**src/rtl/asd_pkg.sv**
```systemverilog
// ----------------------------------------------------------------------------
// asd_pkg
// Shared constants for the accelerometer step detector: parameter defaults,
// register indexes, register reset values and result field layout.
// ----------------------------------------------------------------------------
package asd_pkg;

  // Parameter defaults
  localparam int unsigned LONG_WINDOW_DEF  = 16;
  localparam int unsigned SHORT_WINDOW_DEF = 4;
  localparam int unsigned SAMPLE_BITS_DEF  = 8;

  // Register file
  localparam int unsigned CFG_IDX_W  = 2;
  localparam int unsigned CFG_DATA_W = 9;

  localparam logic [CFG_IDX_W-1:0] REG_BASE_THR = 2'd0;
  localparam logic [CFG_IDX_W-1:0] REG_MARGIN   = 2'd1;
  localparam logic [CFG_IDX_W-1:0] REG_WIN_LEN  = 2'd2;
  localparam logic [CFG_IDX_W-1:0] REG_POS_TOL  = 2'd3;

  localparam int unsigned VAL_W    = 9;   // threshold, peak, magnitude field
  localparam int unsigned MARGIN_W = 8;
  localparam int unsigned WIN_W    = 8;
  localparam int unsigned TOL_W    = 7;
  localparam int unsigned STEP_W   = 24;

  localparam logic [VAL_W-1:0]    BASE_THR_RST = 9'd155;
  localparam logic [MARGIN_W-1:0] MARGIN_RST   = 8'd15;
  localparam logic [WIN_W-1:0]    WIN_LEN_RST  = 8'd100;
  localparam logic [TOL_W-1:0]    POS_TOL_RST  = 7'd3;
  localparam logic [VAL_W-1:0]    PEAK_RST     = 9'd170;

  localparam logic [VAL_W-1:0]  VAL_MAX  = 9'd511;
  localparam logic [STEP_W-1:0] STEP_MAX = 24'hFF_FFFF;

  // Result layout in m_axis_tdata
  localparam int unsigned OUT_STEP_LSB = 0;
  localparam int unsigned OUT_DET_BIT  = 24;
  localparam int unsigned OUT_MAG_LSB  = 25;
  localparam int unsigned OUT_PEAK_LSB = 34;
  localparam int unsigned OUT_THR_LSB  = 43;
  localparam int unsigned OUT_MOV_BIT  = 52;
  localparam int unsigned OUT_W        = 56;

endpackage

```
**src/rtl/accel_step_detector.sv**
```systemverilog
// ----------------------------------------------------------------------------
// accel_step_detector
// Step counter fed with three-axis acceleration samples; one status result
// per sample.
// ----------------------------------------------------------------------------
// Usage:
//   s_axis carries one sample per request (x, y, z). m_axis returns one result
//   per sample: step count, step flag, magnitude, window peak, threshold and
//   the moving state. cfg_we_i/cfg_idx_i/cfg_data_i write the four control
//   registers; write them only while no sample is in flight.
// Sequence:
//   After acceptance a sample first fetches the evicted history entries from
//   the sample memory, then forms the means and squares (one reciprocal
//   multiplier shared by both means, four steps per axis), then runs the
//   bit-serial square root, then rounds the root and updates the state.
//   The result is loaded onto m_axis with the update, and the next sample
//   is accepted the cycle after, so a new sample is not taken before the
//   last one is through.
// Reset:
//   History reads as zero (per-entry valid bits), sums clear, registers take
//   their defaults and the detector starts paused with a zero step count.
// Backpressure:
//   A new sample is taken while the last result still waits on m_axis; the
//   state update and the result load hold until the output register frees.
// ----------------------------------------------------------------------------
module accel_step_detector #(
  parameter int unsigned LONG_WINDOW  = asd_pkg::LONG_WINDOW_DEF,
  parameter int unsigned SHORT_WINDOW = asd_pkg::SHORT_WINDOW_DEF,
  parameter int unsigned SAMPLE_BITS  = asd_pkg::SAMPLE_BITS_DEF
) (
  input  logic                                      clk_i,
  input  logic                                      rst_ni,
  // sample request: accel_x, accel_y, accel_z from bit 0 up, zero padded
  input  logic                                      s_axis_tvalid,
  output logic                                      s_axis_tready,
  input  logic [((3*SAMPLE_BITS+7)/8)*8-1:0]        s_axis_tdata,
  // result: step_count, step_detected, magnitude, window_peak, threshold,
  // moving from bit 0 up, zero padded
  output logic                                      m_axis_tvalid,
  input  logic                                      m_axis_tready,
  output logic [asd_pkg::OUT_W-1:0]                 m_axis_tdata,
  // register writes
  input  logic                                      cfg_we_i,
  input  logic [asd_pkg::CFG_IDX_W-1:0]             cfg_idx_i,
  input  logic [asd_pkg::CFG_DATA_W-1:0]            cfg_data_i
);
  import asd_pkg::*;

  // --------------------------------------------------------------------------
  // Derived sizes
  // --------------------------------------------------------------------------
  localparam int unsigned SB     = SAMPLE_BITS;
  localparam int unsigned PTR_W  = $clog2(LONG_WINDOW);
  localparam int unsigned SUM_W  = SB + $clog2(LONG_WINDOW) + 1;  // signed running sum
  localparam int unsigned AW     = SUM_W + 1;                     // rounded sum magnitude
  localparam int unsigned KS     = AW + $clog2(SHORT_WINDOW);
  localparam int unsigned KL     = AW + $clog2(LONG_WINDOW);
  localparam int unsigned M_W    = AW + 1;
  localparam longint unsigned MS = ((64'd1 << KS) + SHORT_WINDOW - 1) / SHORT_WINDOW;
  localparam longint unsigned ML = ((64'd1 << KL) + LONG_WINDOW - 1) / LONG_WINDOW;
  localparam int unsigned P_W    = AW + M_W;
  localparam int unsigned MEAN_W = SB + 1;
  localparam int unsigned SQ_W   = 2 * MEAN_W;
  localparam int unsigned R_W    = SB + 2;                        // root / magnitude
  localparam int unsigned ACC_W  = 2 * R_W;
  localparam int unsigned REM_W  = R_W + 2;
  localparam int unsigned CNT_W  = $clog2(R_W + 1);

  localparam logic [AW-1:0]  HALF_S = AW'(SHORT_WINDOW / 2);
  localparam logic [AW-1:0]  HALF_L = AW'(LONG_WINDOW / 2);
  localparam logic [M_W-1:0] MUL_S  = M_W'(MS);
  localparam logic [M_W-1:0] MUL_L  = M_W'(ML);

  typedef enum logic [2:0] {
    ST_IDLE,
    ST_OLD,
    ST_UPD,
    ST_AXIS,
    ST_SQRT,
    ST_ROUND,
    ST_FINISH
  } state_e;

  typedef enum logic [1:0] {
    PH_SHORT,
    PH_LONG,
    PH_SQUARE,
    PH_ACC
  } phase_e;

  // --------------------------------------------------------------------------
  // Registers
  // --------------------------------------------------------------------------
  state_e                   state_q;
  phase_e                   ph_q;
  logic [1:0]               ax_q;
  logic [SB-1:0]            smp_q   [3];
  logic [SB-1:0]            old_q   [3];
  logic [SB-1:0]            snap_q  [3];
  logic signed [SUM_W-1:0]  lsum_q  [3];
  logic signed [SUM_W-1:0]  ssum_q  [3];
  logic [PTR_W-1:0]         ptr_q;
  logic [LONG_WINDOW-1:0]   vld_q;
  logic                     rvld_q;
  logic [3*SB-1:0]          rdata_q;
  logic signed [MEAN_W-1:0] mean_s_q;
  logic signed [MEAN_W-1:0] mean_l_q;
  logic [SQ_W-1:0]          sq_q;
  logic [ACC_W-1:0]         acc_q;
  logic [REM_W-1:0]         rem_q;
  logic [R_W-1:0]           root_q;
  logic [CNT_W-1:0]         cnt_q;
  logic [R_W-1:0]           mag_q;
  logic [VAL_W-1:0]         peak_q;
  logic [VAL_W-1:0]         thr_q;
  logic [WIN_W-1:0]         wcnt_q;
  logic                     moving_q;
  logic [STEP_W-1:0]        steps_q;
  logic                     m_valid_q;
  logic [OUT_W-1:0]         m_data_q;

  logic [VAL_W-1:0]         base_q;
  logic [MARGIN_W-1:0]      margin_q;
  logic [WIN_W-1:0]         winlen_q;
  logic [TOL_W-1:0]         tol_q;

  // History memory: one word holds x, y, z of one sample.
  logic [3*SB-1:0]          hist_mem [LONG_WINDOW];

  // --------------------------------------------------------------------------
  // Register writes
  // --------------------------------------------------------------------------
  always_ff @(posedge clk_i or negedge rst_ni) begin
    if (!rst_ni) begin
      base_q   <= BASE_THR_RST;
      margin_q <= MARGIN_RST;
      winlen_q <= WIN_LEN_RST;
      tol_q    <= POS_TOL_RST;
    end else if (cfg_we_i) begin
      unique case (cfg_idx_i)
        REG_BASE_THR: base_q   <= cfg_data_i[VAL_W-1:0];
        REG_MARGIN:   margin_q <= cfg_data_i[MARGIN_W-1:0];
        REG_WIN_LEN:  winlen_q <= cfg_data_i[WIN_W-1:0];
        REG_POS_TOL:  tol_q    <= cfg_data_i[TOL_W-1:0];
        default: ;
      endcase
    end
  end

  // --------------------------------------------------------------------------
  // History memory access
  // ptr_q points at the oldest entry, which the new sample overwrites. The
  // entry SHORT_WINDOW places behind it leaves the short window.
  // --------------------------------------------------------------------------
  logic [PTR_W-1:0] short_addr;
  logic [PTR_W-1:0] rd_addr;
  logic [PTR_W-1:0] ptr_next;
  logic             mem_we;
  logic [3*SB-1:0]  mem_wdata;

  always_comb begin
    if (ptr_q >= PTR_W'(SHORT_WINDOW)) begin
      short_addr = ptr_q - PTR_W'(SHORT_WINDOW);
    end else begin
      short_addr = ptr_q + PTR_W'(LONG_WINDOW - SHORT_WINDOW);
    end
    rd_addr   = (state_q == ST_IDLE) ? ptr_q : short_addr;
    ptr_next  = (ptr_q == PTR_W'(LONG_WINDOW - 1)) ? '0 : ptr_q + PTR_W'(1);
    mem_we    = (state_q == ST_UPD);
    mem_wdata = {smp_q[2], smp_q[1], smp_q[0]};
  end

  always_ff @(posedge clk_i) begin
    rdata_q <= hist_mem[rd_addr];
    if (mem_we) begin
      hist_mem[ptr_q] <= mem_wdata;
    end
  end

  // Entries never written read as zero.
  logic [SB-1:0] rd_smp [3];
  always_comb begin
    for (int k = 0; k < 3; k++) begin
      rd_smp[k] = rvld_q ? rdata_q[k*SB +: SB] : '0;
    end
  end

  // --------------------------------------------------------------------------
  // Rounded mean, shared between the short and long window:
  // (sum + num/2) / num truncated toward zero, by reciprocal multiply on the
  // magnitude.
  // --------------------------------------------------------------------------
  logic signed [SUM_W-1:0]  sum_sel;
  logic [AW-1:0]            rnd_sum;
  logic                     rnd_neg;
  logic [AW-1:0]            rnd_mag;
  logic [P_W-1:0]           prod;
  logic [MEAN_W-1:0]        quot;
  logic signed [MEAN_W-1:0] mean_val;

  always_comb begin
    sum_sel  = (ph_q == PH_SHORT) ? ssum_q[ax_q] : lsum_q[ax_q];
    rnd_sum  = {sum_sel[SUM_W-1], sum_sel} + ((ph_q == PH_SHORT) ? HALF_S : HALF_L);
    rnd_neg  = rnd_sum[AW-1];
    rnd_mag  = rnd_neg ? (~rnd_sum + AW'(1)) : rnd_sum;
    prod     = P_W'(rnd_mag) * P_W'((ph_q == PH_SHORT) ? MUL_S : MUL_L);
    quot     = (ph_q == PH_SHORT) ? MEAN_W'(prod >> KS) : MEAN_W'(prod >> KL);
    mean_val = rnd_neg ? -$signed(quot) : $signed(quot);
  end

  // Squared difference of the two means
  logic signed [MEAN_W:0] diff;
  logic [MEAN_W-1:0]      diff_abs;
  always_comb begin
    diff     = {mean_s_q[MEAN_W-1], mean_s_q} - {mean_l_q[MEAN_W-1], mean_l_q};
    diff_abs = diff[MEAN_W] ? MEAN_W'(-diff) : MEAN_W'(diff);
  end

  // One square-root digit a cycle
  logic [REM_W-1:0] sq_rem;
  logic [REM_W-1:0] sq_trial;
  always_comb begin
    sq_rem   = {rem_q[REM_W-3:0], acc_q[ACC_W-1 -: 2]};
    sq_trial = {root_q, 2'b01};
  end

  // --------------------------------------------------------------------------
  // Window peak, threshold and step decision for the finishing sample
  // --------------------------------------------------------------------------
  logic [VAL_W-1:0]  mag_sat;
  logic [VAL_W-1:0]  peak_raised;
  logic [VAL_W:0]    peak_rst_sum;
  logic [VAL_W-1:0]  peak_rst_val;
  logic [WIN_W-1:0]  wcnt_inc;
  logic              win_end;
  logic [VAL_W-1:0]  thr_new;
  logic [VAL_W-1:0]  peak_new;
  logic [WIN_W-1:0]  wcnt_new;
  logic              below;
  logic [SB:0]       tol_hi;
  logic [SB-1:0]     dlt [3];
  logic [2:0]        near;
  logic              go_paused;
  logic              go_moving;
  logic              step_ok;
  logic [STEP_W-1:0] steps_new;
  logic              out_free;
  logic              m_load;
  logic [OUT_W-1:0]  res_word;

  always_comb begin
    mag_sat      = (mag_q > R_W'(VAL_MAX)) ? VAL_MAX : mag_q[VAL_W-1:0];
    peak_raised  = (mag_q > R_W'(peak_q)) ? mag_sat : peak_q;
    peak_rst_sum = {1'b0, base_q} + (VAL_W+1)'(margin_q);
    peak_rst_val = peak_rst_sum[VAL_W] ? VAL_MAX : peak_rst_sum[VAL_W-1:0];
    wcnt_inc     = wcnt_q + WIN_W'(1);
    win_end      = (wcnt_inc == winlen_q);
    if (win_end) begin
      thr_new  = (peak_raised > VAL_W'(margin_q)) ? peak_raised - VAL_W'(margin_q) : '0;
      peak_new = peak_rst_val;
      wcnt_new = '0;
    end else begin
      thr_new  = thr_q;
      peak_new = peak_raised;
      wcnt_new = wcnt_inc;
    end
    below  = (mag_q < R_W'(thr_new));
    tol_hi = {1'b1, {SB{1'b0}}} - (SB+1)'(tol_q);
    // distance from the snapshot wraps at the sample width
    for (int k = 0; k < 3; k++) begin
      dlt[k]  = smp_q[k] - snap_q[k];
      near[k] = ({1'b0, dlt[k]} <= (SB+1)'(tol_q)) || ({1'b0, dlt[k]} >= tol_hi);
    end
    go_paused = moving_q && below;
    go_moving = !moving_q && !below;
    step_ok   = go_paused && (&near);
    steps_new = (step_ok && (steps_q != STEP_MAX)) ? steps_q + STEP_W'(1) : steps_q;
    out_free  = !m_valid_q || m_axis_tready;
    m_load    = (state_q == ST_FINISH) && out_free;
    res_word  = '0;
    res_word[OUT_STEP_LSB +: STEP_W] = steps_new;
    res_word[OUT_DET_BIT]            = step_ok;
    res_word[OUT_MAG_LSB +: VAL_W]   = mag_q[VAL_W-1:0];
    res_word[OUT_PEAK_LSB +: VAL_W]  = peak_new;
    res_word[OUT_THR_LSB +: VAL_W]   = thr_new;
    res_word[OUT_MOV_BIT]            = go_moving || (moving_q && !go_paused);
  end

  // --------------------------------------------------------------------------
  // Sequencer
  // --------------------------------------------------------------------------
  always_ff @(posedge clk_i or negedge rst_ni) begin
    if (!rst_ni) begin
      state_q   <= ST_IDLE;
      ph_q      <= PH_SHORT;
      ax_q      <= '0;
      for (int k = 0; k < 3; k++) begin
        smp_q[k]  <= '0;
        old_q[k]  <= '0;
        snap_q[k] <= '0;
        lsum_q[k] <= '0;
        ssum_q[k] <= '0;
      end
      ptr_q     <= '0;
      vld_q     <= '0;
      rvld_q    <= 1'b0;
      mean_s_q  <= '0;
      mean_l_q  <= '0;
      sq_q      <= '0;
      acc_q     <= '0;
      rem_q     <= '0;
      root_q    <= '0;
      cnt_q     <= '0;
      mag_q     <= '0;
      peak_q    <= PEAK_RST;
      thr_q     <= BASE_THR_RST;
      wcnt_q    <= '0;
      moving_q  <= 1'b0;
      steps_q   <= '0;
      m_valid_q <= 1'b0;
      m_data_q  <= '0;
    end else begin
      rvld_q <= vld_q[rd_addr];
      // load a new result, or drop the one the receiver takes
      if (m_load) begin
        m_valid_q <= 1'b1;
        m_data_q  <= res_word;
      end else if (m_axis_tready) begin
        m_valid_q <= 1'b0;
      end

      unique case (state_q)
        ST_IDLE: begin
          // oldest entry is being read this cycle
          if (s_axis_tvalid) begin
            for (int k = 0; k < 3; k++) begin
              smp_q[k] <= s_axis_tdata[k*SB +: SB];
            end
            state_q <= ST_OLD;
          end
        end

        ST_OLD: begin
          for (int k = 0; k < 3; k++) begin
            old_q[k] <= rd_smp[k];
          end
          state_q <= ST_UPD;
        end

        ST_UPD: begin
          // rd_smp now holds the entry leaving the short window
          for (int k = 0; k < 3; k++) begin
            lsum_q[k] <= lsum_q[k] + SUM_W'($signed(smp_q[k])) - SUM_W'($signed(old_q[k]));
            ssum_q[k] <= ssum_q[k] + SUM_W'($signed(smp_q[k])) - SUM_W'($signed(rd_smp[k]));
          end
          vld_q[ptr_q] <= 1'b1;
          ptr_q        <= ptr_next;
          ax_q         <= '0;
          ph_q         <= PH_SHORT;
          acc_q        <= '0;
          state_q      <= ST_AXIS;
        end

        ST_AXIS: begin
          unique case (ph_q)
            PH_SHORT: begin
              mean_s_q <= mean_val;
              ph_q     <= PH_LONG;
            end
            PH_LONG: begin
              mean_l_q <= mean_val;
              ph_q     <= PH_SQUARE;
            end
            PH_SQUARE: begin
              sq_q <= SQ_W'(diff_abs) * SQ_W'(diff_abs);
              ph_q <= PH_ACC;
            end
            PH_ACC: begin
              acc_q <= acc_q + ACC_W'(sq_q);
              ph_q  <= PH_SHORT;
              if (ax_q == 2'd2) begin
                rem_q   <= '0;
                root_q  <= '0;
                cnt_q   <= CNT_W'(R_W);
                state_q <= ST_SQRT;
              end else begin
                ax_q <= ax_q + 2'd1;
              end
            end
            default: ph_q <= PH_SHORT;
          endcase
        end

        ST_SQRT: begin
          if (sq_rem >= sq_trial) begin
            rem_q  <= sq_rem - sq_trial;
            root_q <= {root_q[R_W-2:0], 1'b1};
          end else begin
            rem_q  <= sq_rem;
            root_q <= {root_q[R_W-2:0], 1'b0};
          end
          acc_q <= acc_q << 2;
          cnt_q <= cnt_q - CNT_W'(1);
          if (cnt_q == CNT_W'(1)) begin
            state_q <= ST_ROUND;
          end
        end

        ST_ROUND: begin
          // round to nearest: bump when the remainder exceeds the root
          mag_q   <= (rem_q > REM_W'(root_q)) ? root_q + R_W'(1) : root_q;
          state_q <= ST_FINISH;
        end

        ST_FINISH: begin
          // hold the update until the output register can take the result
          if (out_free) begin
            peak_q   <= peak_new;
            thr_q    <= thr_new;
            wcnt_q   <= wcnt_new;
            steps_q  <= steps_new;
            if (go_paused) begin
              moving_q <= 1'b0;
            end else if (go_moving) begin
              moving_q <= 1'b1;
              for (int k = 0; k < 3; k++) begin
                snap_q[k] <= smp_q[k];
              end
            end
            state_q <= ST_IDLE;
          end
        end

        default: state_q <= ST_IDLE;
      endcase
    end
  end

  assign s_axis_tready = (state_q == ST_IDLE);
  assign m_axis_tvalid = m_valid_q;
  assign m_axis_tdata  = m_data_q;

  // --------------------------------------------------------------------------
  // Assertions
  // --------------------------------------------------------------------------
  a_load_from_finish : assert property (@(posedge clk_i) disable iff (!rst_ni)
    $rose(m_axis_tvalid) |-> $past(state_q == ST_FINISH))
    else $error("result loaded outside the finishing step");

  a_step_ends_moving : assert property (@(posedge clk_i) disable iff (!rst_ni)
    (m_axis_tvalid && m_axis_tdata[OUT_DET_BIT]) |-> !m_axis_tdata[OUT_MOV_BIT])
    else $error("step reported while still moving");

  a_ptr_only_on_update : assert property (@(posedge clk_i) disable iff (!rst_ni)
    (state_q != ST_UPD) |=> $stable(ptr_q))
    else $error("history pointer moved outside the update step");

  a_ptr_in_range : assert property (@(posedge clk_i) disable iff (!rst_ni)
    ptr_q < PTR_W'(LONG_WINDOW - 1) || ptr_q == PTR_W'(LONG_WINDOW - 1))
    else $error("history pointer beyond the window");

endmodule
```
**config.mk**
```make
export PLATFORM = sky130hd
export DESIGN_NAME = accel_step_detector
export DESIGN_NICKNAME = d
export VERILOG_FILES = /design/src/rtl/asd_pkg.sv /design/src/rtl/accel_step_detector.sv
export SDC_FILE = /design/constraint.sdc
export NUM_CORES = 2
export LEC_CHECK = 0
export ABC_AREA = 1
export BUFFER_PORTS_ARGS = -buffer_cell sky130_fd_sc_hd__buf_2
export CAP_MARGIN = 25
export CORE_MARGIN = 10
export CORE_UTILIZATION = 50
export DETAILED_ROUTE_END_ITERATION = 12
export GPL_TIMING_DRIVEN = 0
export PLACE_DENSITY = 0.68
export SETUP_SLACK_MARGIN = 0.3
export SYNTH_ARGS = -nofsm -noshare
export SYNTH_HDL_FRONTEND = slang
export SYNTH_SLANG_ARGS = --single-unit
```
**constraint.sdc**
```tcl
create_clock -name clk_i -period 6.6 [get_ports clk_i]
set_input_delay 0.66 -clock clk_i [delete_from_list [all_inputs] [get_ports clk_i]]
set_output_delay 0.66 -clock clk_i [all_outputs]
set_load 0.01 [all_outputs]
```
==> results.yml <==
setup_path:
  path_common_cell: "buf_6"
  required_ns: 7.12
  startpoint_type: "register"
  setup.worst_path.end_class: "register"
  critical_path.max_fanout: 3
  slowest_stage: "dfrtp_1"
  r2r_setup_slack_ns: 0.39
  crit_arrival_ns: 6.73
  cpPeakStageDelay_ns: 0.38
  path_class: "reg -> reg"
routing:
  routed_via_density: 5.584
  drc: 0
  detail_route.wl_per_cell_um: 19.64
  drt_first_pass_iters: 8
  first_iter_violations: 3506
  wl_met2_um: 58420
  wl_um: 126000
  vias: 35838
  wl_met1_um: 52710
  detailroute.wirelength.met3_um: 10490
  top_layer_used: "met5"
  antenna_left: 0
floorplan:
  num_io_pins: 98
  die_h_um: 318.4
  dieArea_mm2: 0.1014
  core_mm2: 0.08837
  fp.dieW_um: 318.4
  initial_core_util: 0.5037
  rows: 109
clock_tree:
  cts_max_level: 3
  ctsHoldBuffers: 0
  cts_tree: "built"
  numClockSinks: 781
  path_clk_slew_ns: 0.06
  cts_buffers: 85
  worstSkewPairLatency_ns: 0.68
  clockRootBuffer: "clkbuf_16"
  clk_path_buf_depth: 3
run:
  cap_violations: 0
global_routing:
  track_usage: 0.2410
  antenna_found_initial: 5
  grt_pass1_wl_um: 194800
  grt_max_degree: 113
  first_global_vias: 34790
  grt_remaining_overflow: 0
timing:
  min_period_ns: 6.212
  post-route-period-util: 0.9412
  tightest_slew_ns: 1.139
  whs_ns: 0.02998
  hold_viol: 0
  finalMaxSlewViolations: 0
  fmax_ghz: 0.1610
  max-slew-margin-rel: 0.2408
  finalSetupViolCount: 0
  rsz0062_at_grt: "yes"
  clock_skew_ns: 0.05362
cells_and_area:
  final-seq-area_mm2: 0.02137
  multi_input_area_mm2: 0.02029
  finalNetCount: 5611
  area_growth_pct: 14.68
  final.fill_count: 7675
  drive_gt1_frac: 0.1064
synthesis:
  syn_area_mm2: 0.04452
  yosysTopAreaCell: "edfxtp_1"
  synthFlopType: "edfxtp_1"
  synth_edf_count: 384
  syn-instance-count: 4914
  postSynthAreaPerCell_um2: 9.059
  yosysMostFrequentCell: "nand2_1"
  synth_common_cells: "nand2_1, inv_1, o21ai_0"
  synth_top_area_share: 0.2590
  yosys_warnings: 0
  ys_types: 63
  async_flop_share: 0.4776
  synth_area_leaders: "edfxtp_1, dfrtp_1, ha_1, nand2_1, o21ai_0"
  ys_seq_elements: 781
  ys_seq_area_frac: 0.4801
placement:
  portBuffers: 94
  dp_hpwl_um: 89740
  gp_congestion: 0.9100
hold_path:
  hold_class: "in -> async"
status:
  status: "finished clean"
[area by class of cell]
type                       count  area share
timing repair buffer         179     0.02742
sequential                   781      0.4187
clock buffer                 101     0.04402
clock inverter                56     0.01576
antenna                        1  0.00004901
tap                         1165     0.02855
multi-input combinational   3261      0.3975
buffer                       186     0.01718
inverter                     688     0.05088
[logic make-up after synthesis]
logic type               share of synthesized area
multiplexers                             0.0002529
XOR/XNOR                                   0.03283
adder cells (fa/ha/maj)                     0.1284
AO/OA/AOI/OAI                               0.1327
buffers and inverters                      0.07664
other                                   0.00008424
AND/OR/NAND/NOR                             0.1489
flip-flops                                  0.4801
[cells in the final DEF (no fill, tap or decap), drive strengths merged, types with 3 or more instances in the layout]
cell type	netlist	routed
nor3	36	36
nor4	6	6
dfrtp	350	350
a32o	3	3
ha	276	276
edfxtp	384	384
o211ai	10	10
a22oi	3	3
nand2	837	837
a21boi	6	6
buf	43	227
nor2	509	509
nand4	23	23
dfxtp	24	24
nand3	176	176
conb	1	3
a31oi	9	9
a21oi	259	259
dfstp	23	23
xor2	100	100
a211oi	5	5
a21o	7	7
o21bai	15	15
nand3b	9	9
o221ai	8	8
clkinv	4	41
bufinv	0	15
clkbuf	143	239
inv	684	686
o31ai	9	9
o22ai	121	121
or2	19	19
o21ai	595	595
xnor2	66	66
o32ai	24	24
fa	113	113
[what timing repair did]
action / in CTS / in global routing
pin swaps: 26 / 56
gates cloned: 0 / 2
resized for setup: 72 / 110
buffers inserted: 48 / 24
setup endpoints to repair: 57 / 57
[per-stage QoR]
step | setup TNS, ns | worst slack [ns] | util | cell area, um^2 | cells
floorplan | 0 | 0.4697 | - | 44530 | 4916
global placement | -970.81 | -2.792 | 0.5256 | 46450 | 6175
detailed placement | -19.18 | -0.5963 | 0.5301 | 46850 | 6186
CTS | 0 | 0.3007 | 0.5711 | 50470 | 6391
global route | 0 | 0.1029 | 0.5777 | 51050 | 6417
finish | 0 | 0.3880 | 0.5777 | 51050 | 6418
[critical path: cells and delay by family (launching register included)]
family,cells,cell delay (ns)
buf+inv,35,3.87
fa+ha+maj,2,0.52
simple gates,7,0.51
compound gates,4,0.44
flops,1,0.38
xor+xnor,2,0.36
[flip-flops by register name, summed over array words and instances, names as in the netlist, 10 cells and up]
signal	count
hist_mem	384
lsum_q	39
ssum_q	39
mem_wdata	24
old_q	24
rdata_q	24
snap_q	24
m_axis_tdata	23
steps_q	23
acc_q	20
sq_q	17
vld_q	16
rem_q	12
mag_q	10
root_q	10
[path summary, 6_finish.rpt]
| check | to | startpoint | cells past startpoint |
|---|---|---|---|
| hold / removal | m_axis_tdata[46] | rst_ni | 1 |
| setup / recovery | sq_q[17] | mean_s_q[0] | 50 |
| hold reg to reg | vld_q[8] | vld_q[8] | 1 |
| setup reg to reg | sq_q[17] | mean_s_q[0] | 50 |
| min in group clk_i | base_q[8] | cfg_data_i[8] | 2 |
| max in group asynchronous | mem_wdata[3] | rst_ni | 3 |
[metal layers]
layer	track usage	vias to the layer above
li1	-	16880
met1	0.3205	17316
met4	0.07729	4
met5	0	-
met3	0.04524	262
met2	0.3943	1376
Power is left out: the tool's default activity adds up to more than one toggle a clock period on the data nets, which glitch-free logic cannot reach.
